**config.mk**
```make
export PLATFORM = sky130hd
export DESIGN_NAME = sbus_frame_decoder_flat
export DESIGN_NICKNAME = d
export VERILOG_FILES = /design/src/rtl/sbfd_pkg.sv /design/src/rtl/sbfd_if.sv /design/src/rtl/sbfd_ram.sv /design/src/rtl/sbfd_rx.sv /design/src/rtl/sbfd_unpack.sv /design/src/rtl/sbus_frame_decoder.sv /design/src/flat_wrapper.sv
export SDC_FILE = /design/constraint.sdc
export NUM_CORES = 1
export LEC_CHECK = 0
export BUFFER_PORTS_ARGS = -buffer_cell sky130_fd_sc_hd__buf_2
export CORE_ASPECT_RATIO = 0.7
export CORE_MARGIN = 2
export CORE_UTILIZATION = 40
export CTS_CLUSTER_SIZE = 8
export DETAILED_ROUTE_END_ITERATION = 8
export MAX_ROUTING_LAYER = met4
export PLACE_DENSITY_LB_ADDON = 0.2
export SLEW_MARGIN = 20
export SYNTH_ARGS = -nofsm -noshare
export SYNTH_HDL_FRONTEND = slang
export SYNTH_HIERARCHICAL = 1
export SYNTH_SLANG_ARGS = --single-unit
export TNS_END_PERCENT = 50
```
**constraint.sdc**
```tcl
create_clock -name clk_i -period 7.4 [get_ports clk_i]
set_clock_uncertainty 0.05 [all_clocks]
set_input_delay 0.74 -clock clk_i [delete_from_list [all_inputs] [get_ports clk_i]]
set_output_delay 0.74 -clock clk_i [all_outputs]
set_load 0.01 [all_outputs]
```
**src/rtl/sbfd_pkg.sv**
```systemverilog
`timescale 1ns / 1ps
// ----------------------------------------------------------------------------
// sbfd_pkg
// Shared constants, types and helpers of the SBUS frame decoder.
// ----------------------------------------------------------------------------
package sbfd_pkg;

  localparam int unsigned FRAME_BYTES   = 25;
  localparam int unsigned FLAG_POS      = 23;
  localparam int unsigned LAST_DATA_POS = 22;
  localparam int unsigned FIRST_DATA_POS = 1;
  localparam int unsigned CHANNELS      = 16;
  localparam int unsigned CH_BITS       = 11;
  localparam int unsigned CH_IDX_W      = 4;
  localparam int unsigned BYTE_W        = 8;
  localparam int unsigned POS_W         = 5;
  localparam int unsigned RAM_AW        = POS_W + 1;
  localparam int unsigned RAM_DEPTH     = 2 ** RAM_AW;
  localparam int unsigned ACC_W         = CH_BITS - 1 + BYTE_W;
  localparam int unsigned NBITS_W       = 5;
  localparam int unsigned LOST_BIT      = 2;
  localparam int unsigned FS_BIT        = 3;

  localparam logic [BYTE_W-1:0] START_BYTE = 8'h0F;
  localparam logic [BYTE_W-1:0] END_BYTE_A = 8'h00;
  localparam logic [BYTE_W-1:0] END_BYTE_B = 8'h04;
  localparam logic [BYTE_W-1:0] END_BYTE_C = 8'h07;

  typedef struct packed {
    logic valid;
    logic bank;
    logic frame_lost;
    logic failsafe;
  } start_t;

  function automatic logic end_ok(input logic [BYTE_W-1:0] b);
    return (b == END_BYTE_A) || (b == END_BYTE_B) || (b == END_BYTE_C);
  endfunction

endpackage

```
**src/rtl/sbfd_if.sv**
```systemverilog
`timescale 1ns / 1ps
// ----------------------------------------------------------------------------
// sbfd_if
// Valid/ready channels of the decoder: received bytes in, channels out.
// ----------------------------------------------------------------------------
interface sbfd_byte_if;
  import sbfd_pkg::*;

  logic              valid;
  logic              ready;
  logic [BYTE_W-1:0] rx_byte;

  modport source (output valid, output rx_byte, input ready);
  modport sink (input valid, input rx_byte, output ready);
endinterface

interface sbfd_chan_if;
  import sbfd_pkg::*;

  logic                valid;
  logic                ready;
  logic [CH_IDX_W-1:0] channel_index;
  logic [CH_BITS-1:0]  channel_value;
  logic                frame_lost;
  logic                failsafe;
  logic                last_channel;

  modport source (output valid, output channel_index, output channel_value,
                  output frame_lost, output failsafe, output last_channel,
                  input ready);
  modport sink (input valid, input channel_index, input channel_value,
                input frame_lost, input failsafe, input last_channel,
                output ready);
endinterface

```
**src/rtl/sbfd_ram.sv**
```systemverilog
`timescale 1ns / 1ps
// ----------------------------------------------------------------------------
// sbfd_ram
// Generic simple dual-port RAM, one write and one registered read port.
// ----------------------------------------------------------------------------
module sbfd_ram #(
  parameter int unsigned Width = 8,
  parameter int unsigned Depth = 64
) (
  input  logic                     clk_i,
  input  logic                     we_i,
  input  logic [$clog2(Depth)-1:0] waddr_i,
  input  logic [Width-1:0]         wdata_i,
  input  logic                     re_i,
  input  logic [$clog2(Depth)-1:0] raddr_i,
  output logic [Width-1:0]         rdata_o
);

  logic [Width-1:0] mem_q [Depth];
  logic [Width-1:0] rdata_q;

  always_ff @(posedge clk_i) begin
    if (we_i) begin
      mem_q[waddr_i] <= wdata_i;
    end
    if (re_i) begin
      rdata_q <= mem_q[raddr_i];
    end
  end

  assign rdata_o = rdata_q;

endmodule

```
**src/rtl/sbfd_rx.sv**
```systemverilog
`timescale 1ns / 1ps
// ----------------------------------------------------------------------------
// sbfd_rx
// Start-byte hunt and frame capture into the current bank of frame memory.
// ----------------------------------------------------------------------------
module sbfd_rx (
  input  logic                    clk_i,
  input  logic                    rst_ni,
  sbfd_byte_if.sink               rx_i,
  input  logic                    unpack_busy_i,
  output logic                    we_o,
  output logic [sbfd_pkg::RAM_AW-1:0] waddr_o,
  output logic [sbfd_pkg::BYTE_W-1:0] wdata_o,
  output sbfd_pkg::start_t        start_o
);
  import sbfd_pkg::*;

  logic [POS_W-1:0] pos_q, pos_d;
  logic             bank_q, bank_d;
  logic             lost_q, lost_d;
  logic             fs_q, fs_d;
  logic             accept;
  logic             at_last;
  logic             good_end;

  assign at_last  = (pos_q == POS_W'(FRAME_BYTES - 1));
  assign rx_i.ready = !(at_last && unpack_busy_i);
  assign accept   = rx_i.valid && rx_i.ready;
  assign good_end = accept && at_last && end_ok(rx_i.rx_byte);

  assign waddr_o = {bank_q, pos_q};
  assign wdata_o = rx_i.rx_byte;

  always_comb begin
    we_o   = 1'b0;
    pos_d  = pos_q;
    bank_d = bank_q;
    lost_d = lost_q;
    fs_d   = fs_q;
    if (accept) begin
      if (pos_q == '0) begin
        if (rx_i.rx_byte == START_BYTE) begin
          we_o  = 1'b1;
          pos_d = POS_W'(1);
        end
      end else begin
        we_o = 1'b1;
        if (pos_q == POS_W'(FLAG_POS)) begin
          lost_d = rx_i.rx_byte[LOST_BIT];
          fs_d   = rx_i.rx_byte[FS_BIT];
        end
        if (at_last) begin
          pos_d = '0;
          if (good_end) begin
            bank_d = !bank_q;
          end
        end else begin
          pos_d = pos_q + POS_W'(1);
        end
      end
    end
  end

  always_comb begin
    start_o.valid      = good_end;
    start_o.bank       = bank_q;
    start_o.frame_lost = lost_q;
    start_o.failsafe   = fs_q;
  end

  always_ff @(posedge clk_i or negedge rst_ni) begin
    if (!rst_ni) begin
      pos_q  <= '0;
      bank_q <= 1'b0;
      lost_q <= 1'b0;
      fs_q   <= 1'b0;
    end else begin
      pos_q  <= pos_d;
      bank_q <= bank_d;
      lost_q <= lost_d;
      fs_q   <= fs_d;
    end
  end

  assert property (@(posedge clk_i) disable iff (!rst_ni)
    pos_q <= POS_W'(FRAME_BYTES - 1))
    else $error("byte position out of range");

  assert property (@(posedge clk_i) disable iff (!rst_ni)
    start_o.valid |-> !unpack_busy_i)
    else $error("frame handed over while unpacker busy");

  assert property (@(posedge clk_i) disable iff (!rst_ni)
    start_o.valid |=> (pos_q == '0) && (bank_q != $past(bank_q)))
    else $error("bank not swapped after good frame");

endmodule

```
**src/rtl/sbfd_unpack.sv**
```systemverilog
`timescale 1ns / 1ps
// ----------------------------------------------------------------------------
// sbfd_unpack
// Reads a captured frame byte by byte and slices out sixteen 11-bit channels.
// ----------------------------------------------------------------------------
module sbfd_unpack (
  input  logic                        clk_i,
  input  logic                        rst_ni,
  input  sbfd_pkg::start_t            start_i,
  output logic                        busy_o,
  output logic                        re_o,
  output logic [sbfd_pkg::RAM_AW-1:0] raddr_o,
  input  logic [sbfd_pkg::BYTE_W-1:0] rdata_i,
  sbfd_chan_if.source                 ch_o
);
  import sbfd_pkg::*;

  logic                busy_q, busy_d;
  logic                bank_q, bank_d;
  logic                lost_q, lost_d;
  logic                fs_q, fs_d;
  logic [POS_W-1:0]    rd_ptr_q, rd_ptr_d;
  logic                rd_pend_q, rd_pend_d;
  logic [ACC_W-1:0]    acc_q, acc_d;
  logic [NBITS_W-1:0]  nbits_q, nbits_d;
  logic [CH_IDX_W-1:0] ch_q, ch_d;

  logic                out_valid_q, out_valid_d;
  logic [CH_IDX_W-1:0] out_idx_q, out_idx_d;
  logic [CH_BITS-1:0]  out_val_q, out_val_d;
  logic                out_lost_q, out_lost_d;
  logic                out_fs_q, out_fs_d;
  logic                out_last_q, out_last_d;

  logic                have_ch;
  logic                slot_free;
  logic                emit;

  assign have_ch   = (nbits_q >= NBITS_W'(CH_BITS));
  assign slot_free = !out_valid_q || ch_o.ready;
  assign emit      = busy_q && have_ch && slot_free;
  assign re_o      = busy_q && !rd_pend_q && !have_ch
                     && (rd_ptr_q <= POS_W'(LAST_DATA_POS));
  assign raddr_o   = {bank_q, rd_ptr_q};
  assign busy_o    = busy_q;

  always_comb begin
    busy_d      = busy_q;
    bank_d      = bank_q;
    lost_d      = lost_q;
    fs_d        = fs_q;
    rd_ptr_d    = rd_ptr_q;
    rd_pend_d   = re_o;
    acc_d       = acc_q;
    nbits_d     = nbits_q;
    ch_d        = ch_q;
    out_valid_d = out_valid_q && !ch_o.ready;
    out_idx_d   = out_idx_q;
    out_val_d   = out_val_q;
    out_lost_d  = out_lost_q;
    out_fs_d    = out_fs_q;
    out_last_d  = out_last_q;

    if (re_o) begin
      rd_ptr_d = rd_ptr_q + POS_W'(1);
    end
    if (rd_pend_q) begin
      acc_d   = acc_q | (ACC_W'(rdata_i) << nbits_q);
      nbits_d = nbits_q + NBITS_W'(BYTE_W);
    end
    if (emit) begin
      out_valid_d = 1'b1;
      out_idx_d   = ch_q;
      out_val_d   = acc_q[CH_BITS-1:0];
      out_lost_d  = lost_q;
      out_fs_d    = fs_q;
      out_last_d  = (ch_q == CH_IDX_W'(CHANNELS - 1));
      acc_d       = acc_q >> CH_BITS;
      nbits_d     = nbits_q - NBITS_W'(CH_BITS);
      ch_d        = ch_q + CH_IDX_W'(1);
      if (ch_q == CH_IDX_W'(CHANNELS - 1)) begin
        busy_d = 1'b0;
      end
    end
    if (start_i.valid) begin
      busy_d    = 1'b1;
      bank_d    = start_i.bank;
      lost_d    = start_i.frame_lost;
      fs_d      = start_i.failsafe;
      rd_ptr_d  = POS_W'(FIRST_DATA_POS);
      rd_pend_d = 1'b0;
      acc_d     = '0;
      nbits_d   = '0;
      ch_d      = '0;
    end
  end

  always_ff @(posedge clk_i or negedge rst_ni) begin
    if (!rst_ni) begin
      busy_q      <= 1'b0;
      rd_pend_q   <= 1'b0;
      out_valid_q <= 1'b0;
      bank_q      <= 1'b0;
      rd_ptr_q    <= '0;
      nbits_q     <= '0;
      ch_q        <= '0;
    end else begin
      busy_q      <= busy_d;
      rd_pend_q   <= rd_pend_d;
      out_valid_q <= out_valid_d;
      bank_q      <= bank_d;
      rd_ptr_q    <= rd_ptr_d;
      nbits_q     <= nbits_d;
      ch_q        <= ch_d;
    end
  end

  always_ff @(posedge clk_i) begin
    lost_q     <= lost_d;
    fs_q       <= fs_d;
    acc_q      <= acc_d;
    out_idx_q  <= out_idx_d;
    out_val_q  <= out_val_d;
    out_lost_q <= out_lost_d;
    out_fs_q   <= out_fs_d;
    out_last_q <= out_last_d;
  end

  assign ch_o.valid         = out_valid_q;
  assign ch_o.channel_index = out_idx_q;
  assign ch_o.channel_value = out_val_q;
  assign ch_o.frame_lost    = out_lost_q;
  assign ch_o.failsafe      = out_fs_q;
  assign ch_o.last_channel  = out_last_q;

  assert property (@(posedge clk_i) disable iff (!rst_ni)
    rd_pend_q |-> !have_ch)
    else $error("read returned while a channel was already held");

  assert property (@(posedge clk_i) disable iff (!rst_ni)
    nbits_q <= NBITS_W'(ACC_W))
    else $error("bit accumulator overflow");

  assert property (@(posedge clk_i) disable iff (!rst_ni)
    (busy_q && !busy_d && !start_i.valid) |-> (nbits_q == NBITS_W'(CH_BITS))
      && (rd_ptr_q == POS_W'(LAST_DATA_POS + 1)))
    else $error("frame finished with unread bytes");

endmodule

```
**src/rtl/sbus_frame_decoder.sv**
```systemverilog
`timescale 1ns / 1ps
// ----------------------------------------------------------------------------
// sbus_frame_decoder
// SBUS frame decoder: received bytes in, sixteen channel transactions out.
// ----------------------------------------------------------------------------
// Bytes are taken one per cycle and written into one bank of a two-bank frame
// memory. After a 25-byte frame that opens with 0x0F and closes with a valid
// end byte, the banks swap and the unpacker reads the captured bank through
// the single read port, one byte at a time, slicing a channel out each time
// 11 bits are held, until the frame has yielded its sixteen channels.
// Reception of the next frame runs meanwhile; only its last byte is held off
// while unpacking is in progress.
// ----------------------------------------------------------------------------
module sbus_frame_decoder (
  input  logic        clk_i,
  input  logic        rst_ni,
  sbfd_byte_if.sink   rx_i,
  sbfd_chan_if.source ch_o
);
  import sbfd_pkg::*;

  logic              we;
  logic [RAM_AW-1:0] waddr;
  logic [BYTE_W-1:0] wdata;
  logic              re;
  logic [RAM_AW-1:0] raddr;
  logic [BYTE_W-1:0] rdata;
  logic              unpack_busy;
  start_t            start;

  sbfd_rx u_rx (
    .clk_i        (clk_i),
    .rst_ni       (rst_ni),
    .rx_i         (rx_i),
    .unpack_busy_i(unpack_busy),
    .we_o         (we),
    .waddr_o      (waddr),
    .wdata_o      (wdata),
    .start_o      (start)
  );

  sbfd_ram #(
    .Width(BYTE_W),
    .Depth(RAM_DEPTH)
  ) u_ram (
    .clk_i  (clk_i),
    .we_i   (we),
    .waddr_i(waddr),
    .wdata_i(wdata),
    .re_i   (re),
    .raddr_i(raddr),
    .rdata_o(rdata)
  );

  sbfd_unpack u_unpack (
    .clk_i  (clk_i),
    .rst_ni (rst_ni),
    .start_i(start),
    .busy_o (unpack_busy),
    .re_o   (re),
    .raddr_o(raddr),
    .rdata_i(rdata),
    .ch_o   (ch_o)
  );

  assert property (@(posedge clk_i) disable iff (!rst_ni)
    (we && re) |-> (waddr[RAM_AW-1] != raddr[RAM_AW-1]))
    else $error("capture and unpack touch the same bank");

  assert property (@(posedge clk_i) disable iff (!rst_ni)
    start.valid |=> unpack_busy)
    else $error("unpacker did not start on a good frame");

  assert property (@(posedge clk_i) disable iff (!rst_ni)
    (ch_o.valid && ch_o.last_channel) |-> (ch_o.channel_index == CH_IDX_W'(CHANNELS - 1)))
    else $error("last channel flag on wrong channel");

endmodule
```
**src/flat_wrapper.sv**
```systemverilog
// flat-port wrapper written by rule: the top's interface ports become plain ports
module sbus_frame_decoder_flat import sbfd_pkg::*;
  (clk_i, rst_ni, rx_i_valid, rx_i_rx_byte, rx_i_ready, ch_o_valid, ch_o_channel_index, ch_o_channel_value, ch_o_frame_lost, ch_o_failsafe, ch_o_last_channel, ch_o_ready);
  sbfd_byte_if rx_i_i ();
  sbfd_chan_if ch_o_i ();
  input  logic clk_i;
  input  logic rst_ni;
  input wire logic [$bits(rx_i_i.valid)-1:0] rx_i_valid;
  input wire logic [$bits(rx_i_i.rx_byte)-1:0] rx_i_rx_byte;
  output wire logic [$bits(rx_i_i.ready)-1:0] rx_i_ready;
  output wire logic [$bits(ch_o_i.valid)-1:0] ch_o_valid;
  output wire logic [$bits(ch_o_i.channel_index)-1:0] ch_o_channel_index;
  output wire logic [$bits(ch_o_i.channel_value)-1:0] ch_o_channel_value;
  output wire logic [$bits(ch_o_i.frame_lost)-1:0] ch_o_frame_lost;
  output wire logic [$bits(ch_o_i.failsafe)-1:0] ch_o_failsafe;
  output wire logic [$bits(ch_o_i.last_channel)-1:0] ch_o_last_channel;
  input wire logic [$bits(ch_o_i.ready)-1:0] ch_o_ready;
  assign rx_i_i.valid = rx_i_valid;
  assign rx_i_i.rx_byte = rx_i_rx_byte;
  assign rx_i_ready = rx_i_i.ready;
  assign ch_o_valid = ch_o_i.valid;
  assign ch_o_channel_index = ch_o_i.channel_index;
  assign ch_o_channel_value = ch_o_i.channel_value;
  assign ch_o_frame_lost = ch_o_i.frame_lost;
  assign ch_o_failsafe = ch_o_i.failsafe;
  assign ch_o_last_channel = ch_o_i.last_channel;
  assign ch_o_i.ready = ch_o_ready;
  sbus_frame_decoder u_core (.clk_i(clk_i), .rst_ni(rst_ni), .rx_i(rx_i_i), .ch_o(ch_o_i));
endmodule
```
==> results.json, run 1 <==
{
  "syn_nets": 1264,
  "grt_use_met3_pct": 4.807,
  "start_util_pct": 40.35,
  "postSynth.asyncResetShare_pct": 4.452,
  "max-clock-path-buffers": 3,
  "core_area_um2": 58240,
  "fin_crit_ns": 3.806,
  "max_slew_margin_pct": 30.87,
  "cp-end-kind": "flop",
  "drt-initial-drc-count": 1143,
  "hold_path.class": "in2async",
  "critPathMaxFanout": 14,
  "htree_levels": 3,
  "slew_violations": 0,
  "crit_required_ns": 7.56,
  "fill_cells": 4874,
  "syn_inst": 1245,
  "routed_wl_um": 54440,
  "io_pins": 32,
  "cts_tree": "built",
  "powerDensity_nw_per_um2": 286.1,
  "cts_inserted_buffers": 82,
  "setup_viol": 0,
  "rsz0062_at_grt": "false",
  "grt_max_degree": 68,
  "place_congestion": 0.8201,
  "ctsHoldBuffers": 0,
  "viasPerCell": 5.735,
  "met1_usage_pct": 29.20,
  "post-cts-setup-buffers": 0,
  "overflow": 0,
  "drv_cap": 0,
  "cts_sinks": 584,
  "synth_flop_cell": "edfxtp_1",
  "met2_usage_pct": 24.04,
  "synth_warnings": 6,
  "synth_edf_count": 540,
  "route.detailed.drc": 0,
  "fin_nets": 1315,
  "multi_input_area_um2": 5707,
  "dieArea_um2": 60730,
  "critPathKind": "reg2reg",
  "insertedDiodeCount": 0,
  "die_w_um": 293.7,
  "status": "finished, final reports clean",
  "fmax_mhz": 262.8,
  "area_growth_pct": 12.83,
  "clk_pin_slew_ns": 0.05,
  "postLayoutCoreUtil_pct": 45.52,
  "dr.pass1.iters": 5,
  "synth_seq_cells": 584,
  "clk_latency_ns": 0.61,
  "rows": 74,
  "ant_nets": 0,
  "p_leak_uw": 0.008743,
  "gr-max-usage-layer": "met1",
  "grt_use_total_pct": 18.71,
  "clock-root-buffer": "clkbuf_16",
  "post_drt_wl_per_cell_um": 26.18,
  "critPathLaunchType": "flop",
  "hold_viol_final": 0,
  "post_cts_resized": 0,
  "period_share_pct": 51.43,
  "hpwl_um": 32520,
  "tns_ns": 0,
  "grt_pass1_wl_um": 80310,
  "die_height_um": 206.8,
  "drive_gt1_share_pct": 23.56,
  "synthDistinctLibCells": 70,
  "crit_arrival_ns": 3.97,
  "grt_pass1_vias": 11710,
  "register_area_um2": 17240,
  "num_vias": 11930,
  "vdd_ir_drop_max_mv": 0.1666,
  "ys_seq_area_share_pct": 73.31,
  "antenna_found_initial": 0,
  "syn_area_um2": 23500,
  "tightest_slew_ns": 1.035,
  "port_buffers": 31,
  "avgSynthCellArea_um2": 18.87
}
[worst paths after layout]
check                                           endpoint            startpoint  slack [ns]  cells after the start
min reg2reg                u_core/u_unpack/ch_o.failsafe  u_core/u_unpack/fs_q        0.37                      0
max in group asynchronous    u_core/u_unpack/rd_ptr_q[0]                rst_ni        6.70                      1
min in group clk_i         u_core/u_unpack/ch_o.failsafe  u_core/u_unpack/fs_q        0.37                      0
max reg2reg                    u_core/u_ram/mem_q[62][1]  u_core/u_rx/pos_q[1]        3.59                      8
max                            u_core/u_ram/mem_q[62][1]  u_core/u_rx/pos_q[1]        3.59                      8
min                                     u_core/u_rx/fs_q                rst_ni         0.1                      1
[cells in the final DEF, fill, tap and decap left out, types with 22 or more instances in the layout]
cell	n
buf_2	31
clkbuf_16	83
dfrtp_1	22
edfxtp_1	540
mux2_2	22
mux2i_1	32
mux4_2	127
nand2_1	38
nand3_1	23
nor2_1	112
[logic make-up after synthesis]
logic type / count (synthesis) / synth area share (%)
DFF: 584 / 73.31
and+or+nand+nor: 262 / 5.346
muxes: 182 / 14.65
AOI/OAI and AO/OA: 111 / 3.578
buffers and inverters: 90 / 2.401
xor gates and xnor gates: 9 / 0.3355
adders and majority gates: 7 / 0.3727
[where the power goes]
group / internal (uW) / leakage, uW / switching [uW]
Clock: 2020 / 0.00109 / 1330
Sequential: 3730 / 0.00533 / 118
Combinational: 130 / 0.00231 / 259
[per-stage QoR]
step / hold WS, ns / instance area (um^2) / instances / power, uW / setup WS [ns]
2_1_floorplan: 0.3503 / 23500 / 1245 / 4142 / 4.620
5_1_grt: 0.1397 / 26510 / 2080 / 7858 / 3.424
3_5_place_dp: 0.3572 / 24230 / 1971 / 4301 / 3.161
3_3_place_gp: 0.3569 / 24230 / 1971 / 4293 / 3.170
6_report: 0.09825 / 26510 / 2080 / 7585 / 3.594
4_1_cts: 0.1027 / 26490 / 2079 / 7670 / 3.620
[registers in the layout, indices dropped and copies added, names as in the netlist, 4 cells and up]
| register | cells |
|---|---|
| u_core/u_ram/rdata_o | 8 |
| u_core/u_unpack/rd_ptr_q | 5 |
| u_core/u_unpack/ch_q | 4 |
| u_core/u_unpack/acc_q | 18 |
| u_core/u_unpack/nbits_q | 5 |
| u_core/u_unpack/ch_o.channel_index | 4 |
| u_core/u_ram/mem_q | 512 |
| u_core/u_unpack/ch_o.channel_value | 11 |
| u_core/u_rx/pos_q | 5 |
[Yosys cell counts (7+ instances only)]
library cell	count	share of area, %
nand3_1	23	0.49
o21ai_0	12	0.26
o22ai_1	10	0.27
buf_6	8	0.38
buf_4	31	0.99
nor3_1	18	0.38
ha_1	7	0.37
nor2b_1	19	0.51
nand2_1	38	0.61
a211oi_1	8	0.26
dfxtp_1	18	1.5
mux4_2	127	12
nand2b_1	14	0.37
mux2_2	22	1.1
dfrtp_1	26	2.8
o221ai_1	8	0.30
edfxtp_1	540	69
a21oi_1	19	0.40
clkbuf_1	24	0.38
nor2_1	112	1.8
buf_2	14	0.30
a221oi_1	10	0.37
mux2i_1	32	1.4
[cell type report]
class / instances / area share, %
clock buffer: 102 / 8.103
tap: 760 / 3.587
multi-input combinational: 571 / 21.52
sequential: 584 / 65.02
clock inverter: 6 / 0.4200
inverter: 7 / 0.09910
timing repair buffer: 50 / 1.246
[critical path, stage by stage (launching register included)]
cell,delay (ns)
dfrtp_1,0.68
inv_1,0.10
ha_1,0.24
nand4b_2,0.15
o211ai_1,0.12
o21ai_2,0.39
nor2b_1,0.30
nand3_1,0.53
nor2_1,0.85
[per-layer routing]
layer  up-vias  part of all wire, %
met5         -                    0
met4         0                  1.6
met3        79                  7.7
met2       439                   41
met1      6294                   49
li1       5117                    -
No activity file was read; power rests on OpenSTA's default activity.
==> run 2: changes to the inputs <==
--- a/config.mk
+++ b/config.mk
@@ -5,6 +5,7 @@
 export SDC_FILE = /design/constraint.sdc
 export NUM_CORES = 1
 export LEC_CHECK = 0
+export ABC_AREA = 1
 export BUFFER_PORTS_ARGS = -buffer_cell sky130_fd_sc_hd__buf_2
 export CORE_ASPECT_RATIO = 0.7
 export CORE_MARGIN = 2
==> constraint.sdc (replaced) <==
create_clock -name clk_i -period 3.4 [get_ports clk_i]
set_clock_uncertainty 0.05 [all_clocks]
set_input_delay 0.34 -clock clk_i [delete_from_list [all_inputs] [get_ports clk_i]]
set_output_delay 0.34 -clock clk_i [all_outputs]
set_load 0.01 [all_outputs]
==> run 2 against run 1 <==
Net effect: critical path depth increased by 2; wire length increased by 23%; sequential share of layout area decreased by 3.2 points; utilization decreased by 0.29 points; largest cell class unchanged.
==> results.json, run 2 <==
{
  "drt-initial-drc-count": 1890,
  "num_vias": 16950,
  "htree_levels": 3,
  "postLayoutCoreUtil_pct": 45.23,
  "io_pins": 32,
  "clk_pin_slew_ns": 0.05,
  "register_area_um2": 17240,
  "fill_cells": 5702,
  "ys_top_cells_by_count": "780 x nand2_1, 540 x edfxtp_1, 497 x nand3_1, 81 x nor2_1, 49 x inv_1",
  "syn_nets": 2259,
  "r2r_cells": 10,
  "antenna_found_initial": 0,
  "drv_cap": 0,
  "critPathKind": "reg2reg",
  "cts_tree": "built",
  "core_area_um2": 61620,
  "synth_warnings": 6,
  "die_height_um": 213.0,
  "critPathMaxStageDelay_ns": 0.52,
  "start_util_pct": 40.49,
  "tightest_slew_ns": 0.9981,
  "reg2reg_slack_ns": 0.58,
  "grt_max_degree": 172,
  "post_cts_resized": 0,
  "placed_area_um2": 25590,
  "powerDensity_nw_per_um2": 582.6,
  "ys_seq_area_share_pct": 69.04,
  "r2r_start": "u_core/u_rx/pos_q[3]",
  "area_growth_pct": 11.71,
  "syn_area_um2": 24950,
  "yosys.area.top_type_share_pct": 64.99,
  "crit_path_end": "u_core/u_ram/mem_q[48][1]",
  "grt_pass1_vias": 16130,
  "yosysMostFrequentCell": "nand2_1",
  "die_w_um": 302.5,
  "postSynth.asyncResetShare_pct": 4.452,
  "finalPower_uw": 16240,
  "crit_chain": "inv_2 -> nor2_4 -> nand4_2 -> nand2_2 -> inv_4 -> nand2_8 -> inv_1 -> nand4_1 -> nor4_1 -> buf_4",
  "synth_flop_cell": "edfxtp_1",
  "viasPerCell": 5.428,
  "post_drt_wl_per_cell_um": 21.40,
  "final_cells": 3122,
  "p_leak_uw": 0.01022,
  "cp_slowest_cell": "dfrtp_1",
  "largest_register_ff_count": 512,
  "insertedDiodeCount": 0,
  "synth_seq_cells": 584,
  "critPathLaunchType": "flop",
  "final_cell_mix": "780 x nand2_1, 540 x edfxtp_1, 497 x nand3_1",
  "synth_edf_count": 540,
  "max_slew_margin_pct": 33.46,
  "drive_gt1_share_pct": 9.075,
  "slew_violations": 0,
  "post-synth-top-area-cell": "edfxtp_1",
  "dieArea_um2": 64420,
  "fin_nets": 2286,
  "avgSynthCellArea_um2": 11.14,
  "multi_input_area_um2": 6495,
  "crit_arrival_ns": 3.09,
  "dr.pass1.iters": 5,
  "rsz0062_at_grt": "false",
  "crit_required_ns": 3.67,
  "top_register": "u_core/u_ram/mem_q",
  "status": "finished, final reports clean",
  "place_congestion": 0.8877,
  "fin_crit_ns": 2.822,
  "hold_path.class": "in2reg",
  "yosys-top-cells-area": "edfxtp_1 65%, nand2_1 12%, nand3_1 10%",
  "design_area_um2": 27870,
  "overflow": 0,
  "startpoint": "u_core/u_rx/pos_q[3]",
  "dp.cells": 3000,
  "hpwl_um": 40070,
  "hold_viol_final": 0,
  "tns_ns": 0,
  "route.detailed.drc": 0,
  "period_share_pct": 82.99,
  "setup_viol": 0,
  "syn_inst": 2240,
  "routed_wl_um": 66820,
  "synthDistinctLibCells": 41,
  "grt_use_total_pct": 21.58,
  "cts_sinks": 584,
  "rows": 76,
  "fmax_mhz": 354.4,
  "clock-root-buffer": "clkbuf_16",
  "layout_commonest_cell": "nand2_1",
  "ant_nets": 0,
  "rr_endpoint": "u_core/u_ram/mem_q[48][1]",
  "cts_inserted_buffers": 82,
  "clk_latency_ns": 0.62,
  "vdd_ir_drop_max_mv": 0.4533,
  "max-clock-path-buffers": 3,
  "port_buffers": 31,
  "critPathMaxFanout": 11,
  "grt_pass1_wl_um": 99500,
  "cp-end-kind": "flop"
}
[run 2: kinds of logic after synthesis]
logic type	Yosys count	share of synthesized area, %
and+or+nand+nor	1398	24.32
DFF	584	69.04
buffers and inverters	200	4.954
AOI/OAI and AO/OA	45	1.128
adders and majority gates	7	0.3510
xor gates and xnor gates	6	0.2106
[run 2: how the worst min path moves through the flow]
stage                from                    endpoint  slack [ns]  cells after the start
3_5_place_dp       rst_ni  u_core/u_unpack/ch_o.valid        0.37                      1
6_report       rx_i_valid          u_core/u_rx/bank_q        0.12                      5
5_1_grt        rx_i_valid          u_core/u_rx/bank_q        0.09                      5
2_1_floorplan      rst_ni          u_core/u_rx/bank_q      -0.006                      0
4_1_cts        rx_i_valid          u_core/u_rx/bank_q        0.07                      5
3_3_place_gp       rst_ni  u_core/u_unpack/ch_o.valid        0.36                      1
[run 2: what timing repair did]
item | in CTS | in global routing
hold buffers | 2 | 0
buffers inserted | 0 | 0
hold endpoints to repair | 27 | 0
[run 2: area by class of cell]
type,count,share of cell area [%]
Timing Repair Buffer,83,2.200
Inverter,60,0.8529
Clock inverter,5,0.2514
Clock buffer,115,7.883
Sequential cell,584,61.84
Tap cell,819,3.676
Multi-Input combinational cell,1456,23.30
[run 2: where the power goes]
part           leakage (uW)  internal (uW)  switching [uW]
Sequential          0.00530           8030            60.6
Combinational       0.00382            168             660
Clock               0.00109           4430            2900
[run 2: layer usage]
metal | share of wire, % | vias to the layer above | global-route usage [%] | wire, um
li1 | - | 7820 | - | -
met1 | 48 | 8296 | 32.19 | 31800
met2 | 41 | 711 | 29.34 | 27540
met3 | 9.0 | 118 | 5.220 | 5981
met4 | 2.2 | 0 | 5.521 | 1494
met5 | 0 | - | - | 0
[run 2: stage by stage]
stage                     setup WS [ns]  hold slack [ns]
after floorplan                  0.4463        -0.005591
final                            0.5785           0.1179
after global placement           0.5561           0.3595
after CTS                        0.6435          0.06591
after detailed placement         0.5266           0.3679
after global routing             0.3952          0.08501
[run 2: critical path: cells and delay by family (launching register included)]
kind                   cells  cell delay [ns]
buffers and inverters      4             0.76
flip-flops                 1             0.52
AND/OR/NAND/NOR            6             1.17
==> run 3: changes to the inputs <==
==> constraint.sdc (replaced) <==
create_clock -name clk_i -period 2.62 [get_ports clk_i]
set_clock_uncertainty 0.05 [all_clocks]
set_input_delay 0.262 -clock clk_i [delete_from_list [all_inputs] [get_ports clk_i]]
set_output_delay 0.262 -clock clk_i [all_outputs]
set_load 0.01 [all_outputs]
==> run 3 against run 2 <==
Net effect: worst hold slack worse by 0.080 ns; sequential power up 30%; non-clock buffer count up 15; maximum frequency up 14%; sequential cell count unchanged; count of clock-buffer cells in the layout increased by 1; cell area up 1.5%; worst setup slack got worse by 0.44 ns.
==> results.json, run 3 (same netlist as run 2, synthesis figures left out) <==
{
  "area_growth_pct": 13.40,
  "fin_nets": 2301,
  "post-cts-setup-buffers": 0,
  "ant_nets": 0,
  "rsz0062_at_grt": "true",
  "viasPerCell": 5.300,
  "powerDensity_nw_per_um2": 746.2,
  "route.detailed.drc": 0,
  "hold_path.class": "in2reg",
  "hpwl_um": 38340,
  "drt-initial-drc-count": 1906,
  "insertedDiodeCount": 0,
  "top_register": "u_core/u_ram/mem_q",
  "crit_arrival_ns": 2.64,
  "cp_slowest_cell": "nor2_1",
  "overflow": 0,
  "r2r_cells": 10,
  "clk_latency_ns": 0.60,
  "hold_viol_final": 0,
  "tns_ns": 0,
  "core_area_um2": 61620,
  "crit_chain": "inv_2 -> ha_4 -> nand2_1 -> nor2_2 -> nand2_4 -> nand2_8 -> inv_2 -> nand4_1 -> buf_12 -> nor2_1",
  "status": "finished, final reports clean",
  "cts_inserted_buffers": 82,
  "largest_register_ff_count": 512,
  "dieArea_um2": 64420,
  "critPathKind": "reg2reg",
  "final_cell_mix": "780 x nand2_1, 540 x edfxtp_1, 497 x nand3_1",
  "grt_pass1_vias": 16230,
  "cts_sinks": 584,
  "holdPathStages": 5,
  "hp-start": "rx_i_valid",
  "num_vias": 16620,
  "dr.pass1.iters": 5,
  "finalWorstSetupSlack_ns": 0.1417,
  "fin_crit_ns": 2.478,
  "grt_use_total_pct": 20.94,
  "cp-end-kind": "flop",
  "htree_levels": 3,
  "port_buffers": 31,
  "clock-root-buffer": "clkbuf_16",
  "post_drt_wl_per_cell_um": 20.41,
  "slew_violations": 0,
  "clk_pin_slew_ns": 0.05,
  "tightest_slew_ns": 0.9380,
  "grt_max_degree": 97,
  "cp_common_cell": "inv_2",
  "start_util_pct": 40.49,
  "rr_endpoint": "u_core/u_ram/mem_q[15][0]",
  "postLayoutCoreUtil_pct": 45.92,
  "fmax_mhz": 403.5,
  "cts_tree": "built",
  "finalPower_uw": 21110,
  "routed_wl_um": 63980,
  "grt_pass1_wl_um": 98900,
  "critPathLaunchType": "flop",
  "critPathMaxStageDelay_ns": 0.61,
  "gr-max-usage-layer": "met1",
  "max-clock-path-buffers": 3,
  "die_w_um": 302.5,
  "place_congestion": 0.8624,
  "grt_use_met3_pct": 4.701,
  "r2r_start": "u_core/u_rx/pos_q[0]",
  "p_leak_uw": 0.01037,
  "io_pins": 32,
  "met1_usage_pct": 31.57,
  "min_to": "u_core/u_rx/bank_q",
  "met2_usage_pct": 28.31,
  "period_share_pct": 94.59,
  "reg2reg_slack_ns": 0.14,
  "placed_area_um2": 26010,
  "vdd_ir_drop_max_mv": 0.4363,
  "layout_commonest_cell": "nand2_1",
  "drv_cap": 0,
  "critPathMaxFanout": 9,
  "setup_viol": 0,
  "max_slew_margin_pct": 37.47,
  "dp_slack_ns": 0.08361,
  "rows": 76,
  "crit_required_ns": 2.78,
  "die_height_um": 213.0,
  "drive_gt1_share_pct": 10.41,
  "antenna_found_initial": 0,
  "design_area_um2": 28290
}
-- run 3: cell types whose count changed in the layout (fill, tap and decap cells not counted), moves of 7 or more --
| cell | change |
|---|---|
| nor2_2 | +7 |
| buf_12 | +14 |
| nor4_1 | -7 |
| nor2_1 | -7 |
| nor4_4 | +8 |
-- run 3: what timing repair did --
action                                 in CTS  in global routing
gates resized for setup                     0                  7
endpoints found under the hold margin      27                  0
hold buffers                                2                  0
setup endpoints to repair                   0                 60
-- run 3: worst max-delay path by stage --
| stage | cells past startpoint | from | end |
|---|---|---|---|
| after floorplan | 10 | u_core/u_rx/pos_q[0] | u_core/u_ram/mem_q[48][0] |
| after global placement | 11 | rx_i_rx_byte[4] | u_core/u_ram/mem_q[15][0] |
| after detailed placement | 11 | rx_i_rx_byte[4] | u_core/u_ram/mem_q[15][0] |
| after CTS | 10 | u_core/u_rx/pos_q[0] | u_core/u_ram/mem_q[15][4] |
| after global routing | 10 | u_core/u_rx/pos_q[0] | u_core/u_ram/mem_q[15][1] |
| final | 10 | u_core/u_rx/pos_q[0] | u_core/u_ram/mem_q[15][0] |
-- run 3: final cells by class --
cell class / count / area (um^2)
inverter: 60 / 237.7
clock inverter: 2 / 25.02
fill: 5634 / 33320
clock buffer: 116 / 2222
multi-input combinational: 1456 / 6648
sequential: 584 / 17240
tap: 819 / 1025
timing repair buffer: 98 / 900.9
-- run 3: metal layers --
layer,up-vias,share of wire [%]
li1,7855,-
met1,8047,49
met2,608,41
met3,105,8.7
met4,0,2.1
met5,-,0
-- run 3: power by group --
part	internal (uW)	switching (uW)	total (uW)
logic	297	887	1180
clock network	5770	3680	9450
registers	10400	61.2	10500
total	16500	4630	21100
-- run 3: stage by stage --
step / std cells / hold WS (ns)
2_1_floorplan: 2240 / -0.08359
3_3_place_gp: 3015 / 0.2765
3_5_place_dp: 3015 / 0.2867
4_1_cts: 3135 / 0.02305
5_1_grt: 3135 / 0.03883
6_report: 3135 / 0.03838
-- run 3: critical path: cells and delay by family, from the launching register on --
kind,cells,cell delay [ns]
buffers and inverters,3,0.37
adder cells (fa/ha/maj),1,0.17
flip-flops,1,0.35
AND/OR/NAND/NOR,6,1.13
